`src/hw/rtl/wf23_pkg.sv`:
```
// Shared types, register codes and constants for the Winograd F(2,3) output requantizer.
`timescale 1ns / 1ps

package wf23_pkg;

  localparam int NUM_LANES = 4;
  localparam int ADDR_W = 5;
  localparam int SUM_SHIFT = 2;
  localparam int PROD_SHIFT = 31;

  localparam logic [1:0] LAST_ROW = 2'd3;

  localparam logic [30:0] MULT_RESET = 31'h4000_0000;
  localparam logic [4:0] SHIFT_RESET = 5'd0;
  localparam logic [7:0] ZP_RESET = 8'd0;
  localparam logic [7:0] LOW_RESET = 8'd0;
  localparam logic [7:0] HIGH_RESET = 8'd255;

  typedef logic signed [31:0] word_t;

  typedef enum logic [2:0] {
    REG_MULT = 3'd0,
    REG_SHIFT = 3'd1,
    REG_ZP = 3'd2,
    REG_LOW = 3'd3,
    REG_HIGH = 3'd4
  } reg_idx_t;

  typedef struct packed {
    logic signed [31:0] tile_col0;
    logic signed [31:0] tile_col1;
    logic signed [31:0] tile_col2;
    logic signed [31:0] tile_col3;
    logic signed [31:0] chan_bias;
  } in_item_t;

  typedef struct packed {
    logic [7:0] out_r0c0;
    logic [7:0] out_r0c1;
    logic [7:0] out_r1c0;
    logic [7:0] out_r1c1;
  } out_item_t;

  typedef struct packed {
    logic [30:0] multiplier;
    logic [4:0] shift;
    logic [7:0] zero_point;
    logic [7:0] clamp_low;
    logic [7:0] clamp_high;
  } cfg_t;

endpackage

```
`src/hw/rtl/wf23_accum.sv`:
```
// Row accumulator that applies the F(2,3) transform and captures finished tiles.
`timescale 1ns / 1ps

module wf23_accum import wf23_pkg::*; (
  input  logic     clk,
  input  logic     rst,
  input  in_item_t item,
  input  logic     accept,
  input  logic     adv,
  output logic     ready,
  output logic     s0_valid,
  output word_t    s0_sum [NUM_LANES],
  output word_t    s0_bias
);

  logic [1:0] row;
  word_t ps [NUM_LANES];
  word_t ps_next [NUM_LANES];
  word_t col_a;
  word_t col_b;
  logic last;

  assign col_a = item.tile_col0 + item.tile_col1 + item.tile_col2;
  assign col_b = item.tile_col1 - item.tile_col2 - item.tile_col3;
  assign last = (row == LAST_ROW);
  assign ready = !last || adv;

  always_comb begin
    ps_next = ps;
    case (row)
      2'd0: begin
        ps_next[0] = ps[0] + col_a;
        ps_next[1] = ps[1] + col_b;
      end
      2'd1: begin
        ps_next[0] = ps[0] + col_a;
        ps_next[1] = ps[1] + col_b;
        ps_next[2] = ps[2] + col_a;
        ps_next[3] = ps[3] + col_b;
      end
      2'd2: begin
        ps_next[0] = ps[0] + col_a;
        ps_next[1] = ps[1] + col_b;
        ps_next[2] = ps[2] - col_a;
        ps_next[3] = ps[3] - col_b;
      end
      2'd3: begin
        ps_next[2] = ps[2] - col_a;
        ps_next[3] = ps[3] - col_b;
      end
      default: begin
        ps_next = ps;
      end
    endcase
  end

  always_ff @(posedge clk) begin
    if (rst) begin
      row <= '0;
      ps <= '{default: '0};
      s0_valid <= 1'b0;
    end else begin
      if (accept) begin
        row <= row + 2'd1;
        if (last) begin
          ps <= '{default: '0};
        end else begin
          ps <= ps_next;
        end
      end
      if (adv) begin
        s0_valid <= accept && last;
      end
    end
  end

  always_ff @(posedge clk) begin
    if (accept && last) begin
      s0_sum <= ps_next;
      s0_bias <= item.chan_bias;
    end
  end

endmodule

```
`config.mk`:
```
export PLATFORM = sky130hd
export DESIGN_NAME = wf23_accum
export DESIGN_NICKNAME = d
export VERILOG_FILES = /design/src/hw/rtl/wf23_pkg.sv /design/src/hw/rtl/wf23_accum.sv
export SDC_FILE = /design/constraint.sdc
export NUM_CORES = 1
export LEC_CHECK = 0
export ABC_AREA = 1
export BUFFER_PORTS_ARGS = -buffer_cell sky130_fd_sc_hd__clkbuf_2
export CORE_MARGIN = 1.5
export CORE_UTILIZATION = 40
export CTS_CLUSTER_DIAMETER = 200
export DETAILED_ROUTE_END_ITERATION = 8
export SKIP_LAST_GASP = 1
export SLEW_MARGIN = 30
export SYNTH_ARGS = -nofsm -noshare
export SYNTH_HDL_FRONTEND = slang
export SYNTH_SLANG_ARGS = --single-unit
```
`constraint.sdc`:
```
create_clock -name clk -period 6 [get_ports clk]
set_input_delay 0.3 -clock clk [delete_from_list [all_inputs] [get_ports clk]]
set_output_delay 0.3 -clock clk [all_outputs]
set_load 0.1 [all_outputs]
```
==> flow_metrics.py <==
metrics = {
    "outcome": {
        "result_of_the_run": "complete, no violations",
    },
    "worst_setup_path": {
        "worstReg2RegEnd": "ps[17]$_SDFFE_PP0P_",
        "setup.worst_path.start_class": "primary input",
        "required_ns": 6.39,
        "critical_path.most_common_cell": "nand2_1",
        "setup.reg_to_reg.worst_slack_ns": 1.43,
        "critical_path.top_delay_family": "simple AND/OR/NAND/NOR gates",
        "worst-path-buf-inv": 2,
        "slowest_delay_ns": 0.52,
        "reg2regPathDepth": 21,
        "timing.critical_path.arrival_ns": 5.54,
        "worstSetupEndpointType": "register",
        "worst_path_max_delay_cell": "fa_1",
        "crit-reg2reg-launch": "row[0]$_SDFFE_PP0P_",
        "worst-setup-path-type": "primary input to register",
        "cp_max_fo": 5,
    },
    "clock_network": {
        "cts.root.buffer_cell": "clkbuf_16",
        "clock_path_buffers": 3,
        "holdBufCountCts": 33,
        "cts.repair.resized": 0,
        "clock_insertion_delay_worst_skew_ns": 0.54,
        "cts.sinks": 291,
        "postCtsSetupBuffers": 0,
        "h_tree_depth": 2,
        "cts_made_buffers": 34,
        "clkTransAtPathRegs_ns": 0.06,
        "tritoncts": "built",
    },
    "global_route": {
        "grt_overflow": 0,
        "global_route_wire_length_before_repair_um": 126000,
        "first_global_vias": 22900,
        "grt.total_usage_pct": 25.1,
        "grt_start_max_net_pins": 89,
        "grt_antenna_before_repair": 1,
    },
    "synthesis": {
        "post_synth_instance_area_sq_um": 25400,
        "synth_area_leaders": "edfxtp_1 (19%), nand2_1 (16%), dfxtp_1 (10%)",
        "synthesized_nets": 4053,
        "postSynthCellCount": 3630,
        "yosysSeqAreaShare_pct": 29.2,
        "synthArstFlopShare_pct": 0,
        "area_share_of_the_largest_cell_type_after_synthesis_pct": 18.9,
        "synth.largest_area_cell": "edfxtp_1",
        "avgSynthCellArea_sq_um": 7.00,
        "yosys.cell_count.top_type": "nand2_1",
        "yosys_register_bits": 291,
        "synth_flop_cell": "edfxtp_1",
        "ys_warn_count": 0,
        "netlist_top_cells_count": "nand2_1 (1101), inv_1 (590), a21oi_1 (308), nor2_1 (211), ha_1 (192)",
        "synth_edf_count": 160,
        "synth_cell_types": 60,
    },
    "place": {
        "placement.cell_area_sq_um": 28000,
        "placer_s_final_routability_congestion_estimate": 0.943,
        "post-place-cells": 4753,
        "dpl.hpwl_um": 67600,
        "port_buffers": 325,
    },
    "timing": {
        "timing_hold_violations_final": 0,
        "report.final.setup_viol": 0,
        "max_slew_violations": 0,
        "fin_crit_ns": 5.15,
        "timing.fmax_mhz": 194,
        "worst_pin_slew_ns": 0.833,
        "final.period_utilization_pct": 85.8,
        "clock_skew_ns": 0.0186,
        "final.setup.tns_ns": 0,
        "rsz0062_at_grt": "no",
        "timing.max_slew.rel_slack_pct": 44.4,
    },
    "flow_run": {
        "cap_viol_max_count": 0,
    },
    "die": {
        "rows": 92,
        "core_area_sq_um": 63000,
        "fp.dieArea_sq_um": 65000,
        "design.portCount": 326,
        "start_util_pct": 40.4,
        "fp.dieH_um": 255,
        "overall_die_width_um": 255,
    },
    "final_layout": {
        "fin_area_sq_um": 29500,
        "proportion_of_layout_cells_with_a_drive_suffix_above_1_pct": 13.7,
        "final_net_count": 4399,
        "multiInputGateArea_sq_um": 15400,
        "stdcell_count": 4849,
        "layout.area.seq_sq_um": 7430,
        "final.fill_count": 6540,
        "synthToLayoutAreaGrowth_pct": 16.0,
    },
    "worst_hold_path": {
        "min_delay_path_depth": 2,
        "worstHoldStart": "accept",
        "destination_of_the_worst_hold_path": "ps[96]$_SDFFE_PP0P_",
        "timing.hold.worst.class": "primary input to register",
    },
    "pwr": {
        "sequential_share_of_power_pct": 21.9,
        "power_leakage_nw": 15.0,
        "pwr_density_cell_nw_per_um2": 443,
        "gate_power_share_pct": 62.1,
        "p_sw_share_pct": 50.2,
        "power.ir.vdd_worst_mv": 0.163,
        "clkPwrFrac_pct": 16.0,
        "power.switching_mw": 6.56,
        "intPower_mw": 6.50,
    },
    "drt": {
        "vias": 24100,
        "wl_um": 81900,
        "drtPass1Iterations": 6,
        "dr_wl_cell_um": 16.9,
        "post-route-drc-count": 0,
        "drt_first_iter_violations": 1549,
        "count_of_antenna_violating_nets_left_after_detailed_routing": 0,
        "drt-vias-per-instance": 4.98,
    },
}
-- power groups by stage --
stage | Combinational, mW | Clock (mW) | Sequential, mW
6_report | 8.11 | 2.09 | 2.86
5_1_grt | 9.13 | 2.21 | 2.89
4_1_cts | 8.08 | 2.15 | 2.85
3_5_place_dp | 8.03 | 0 | 2.90
3_3_place_gp | 8.00 | 0 | 2.89
2_1_floorplan | 5.57 | 0 | 3.08
-- metal layers --
layer	up-vias	track usage (%)	wire length [um]
li1	12400	-	-
met1	11000	32.3	35900
met2	670	42.7	38400
met3	137	3.02	4150
met4	0	10.4	3470
met5	-	0	0
-- how the worst max path moves through the flow --
stage / start / endpoint / slack [ns] / depth (start not counted)
after CTS: item[65] / ps[63]$_SDFFE_PP0P_ / 0.87 / 31
after global placement: item[84] / s0_sum[31]$_DFFE_PP_ / 0.36 / 30
after floorplan: item[65] / s0_sum[63]$_DFFE_PP_ / 1.22 / 28
after global routing: item[65] / ps[62]$_SDFFE_PP0P_ / 0.27 / 31
final: item[65] / ps[62]$_SDFFE_PP0P_ / 0.85 / 31
after detailed placement: item[65] / ps[63]$_SDFFE_PP0P_ / 0.33 / 31
-- registers in the layout, summed over array words and instances, names as in the netlist --
signal,flops
s0_sum,128
s0_bias,32
row,2
ps,128
s0_valid,1
-- layout by cell type (no fill, tap or decap), types with 6 or more instances in the layout --
cell | netlist | layout
nor2_1 | 211 | 209
ha_1 | 192 | 191
a21oi_2 | 6 | 6
edfxtp_1 | 160 | 160
o21ai_0 | 137 | 137
dlygate4sd3_1 | 0 | 33
a21oi_1 | 308 | 308
nand2_1 | 1101 | 1101
a221oi_1 | 6 | 6
clkbuf_1 | 53 | 7
nor3_1 | 26 | 26
and2_1 | 7 | 7
nand3b_1 | 18 | 18
clkbuf_2 | 0 | 324
clkbuf_16 | 0 | 37
inv_2 | 13 | 13
o21ai_1 | 20 | 20
nand3_1 | 158 | 158
xor2_1 | 88 | 88
nor4_1 | 7 | 7
buf_4 | 1 | 24
or2_2 | 39 | 39
nand4_1 | 33 | 33
inv_1 | 590 | 588
nand2_2 | 40 | 40
o21a_1 | 9 | 9
nand3_2 | 8 | 8
dfxtp_1 | 131 | 131
a21o_1 | 10 | 10
nor2_2 | 12 | 12
xnor2_1 | 38 | 38
a31oi_1 | 16 | 16
mux2i_1 | 31 | 31
o21bai_1 | 19 | 19
fa_1 | 67 | 67
-- cells by family (layout without fill, tap and decap cells) --
group	after synthesis	count (layout)	share of synthesized area (%)
simple gates	1680	1680	28.1
buf+inv	676	1048	10.1
compound gates	565	565	12.2
flops	291	291	29.2
fa+ha+maj	259	259	14.7
xor+xnor	128	128	4.47
mux	31	31	1.22
other cells	0	1	0
-- stage by stage --
step | worst slack [ns] | hold WS [ns] | power, mW | utilization (%)
4_1_cts | 0.866 | 0.137 | 13.1 | 46.8
5_1_grt | 0.269 | 0.168 | 14.2 | 46.8
3_3_place_gp | 0.363 | 0.465 | 10.9 | 44.5
3_5_place_dp | 0.326 | 0.473 | 10.9 | 44.5
6_report | 0.850 | 0.156 | 13.1 | 46.8
2_1_floorplan | 1.22 | 0.390 | 8.65 | -
-- layout make-up --
cell class,count,share of cell area (%)
diodes,1,0.00849
clock buffers,46,3.32
clock inverters,16,0.450
inverters,603,7.70
multi-input cells,2663,52.4
flip-flops and latches,291,25.2
well taps,846,3.59
repair buffers,383,7.34
Power figures use the tool's default switching activity.
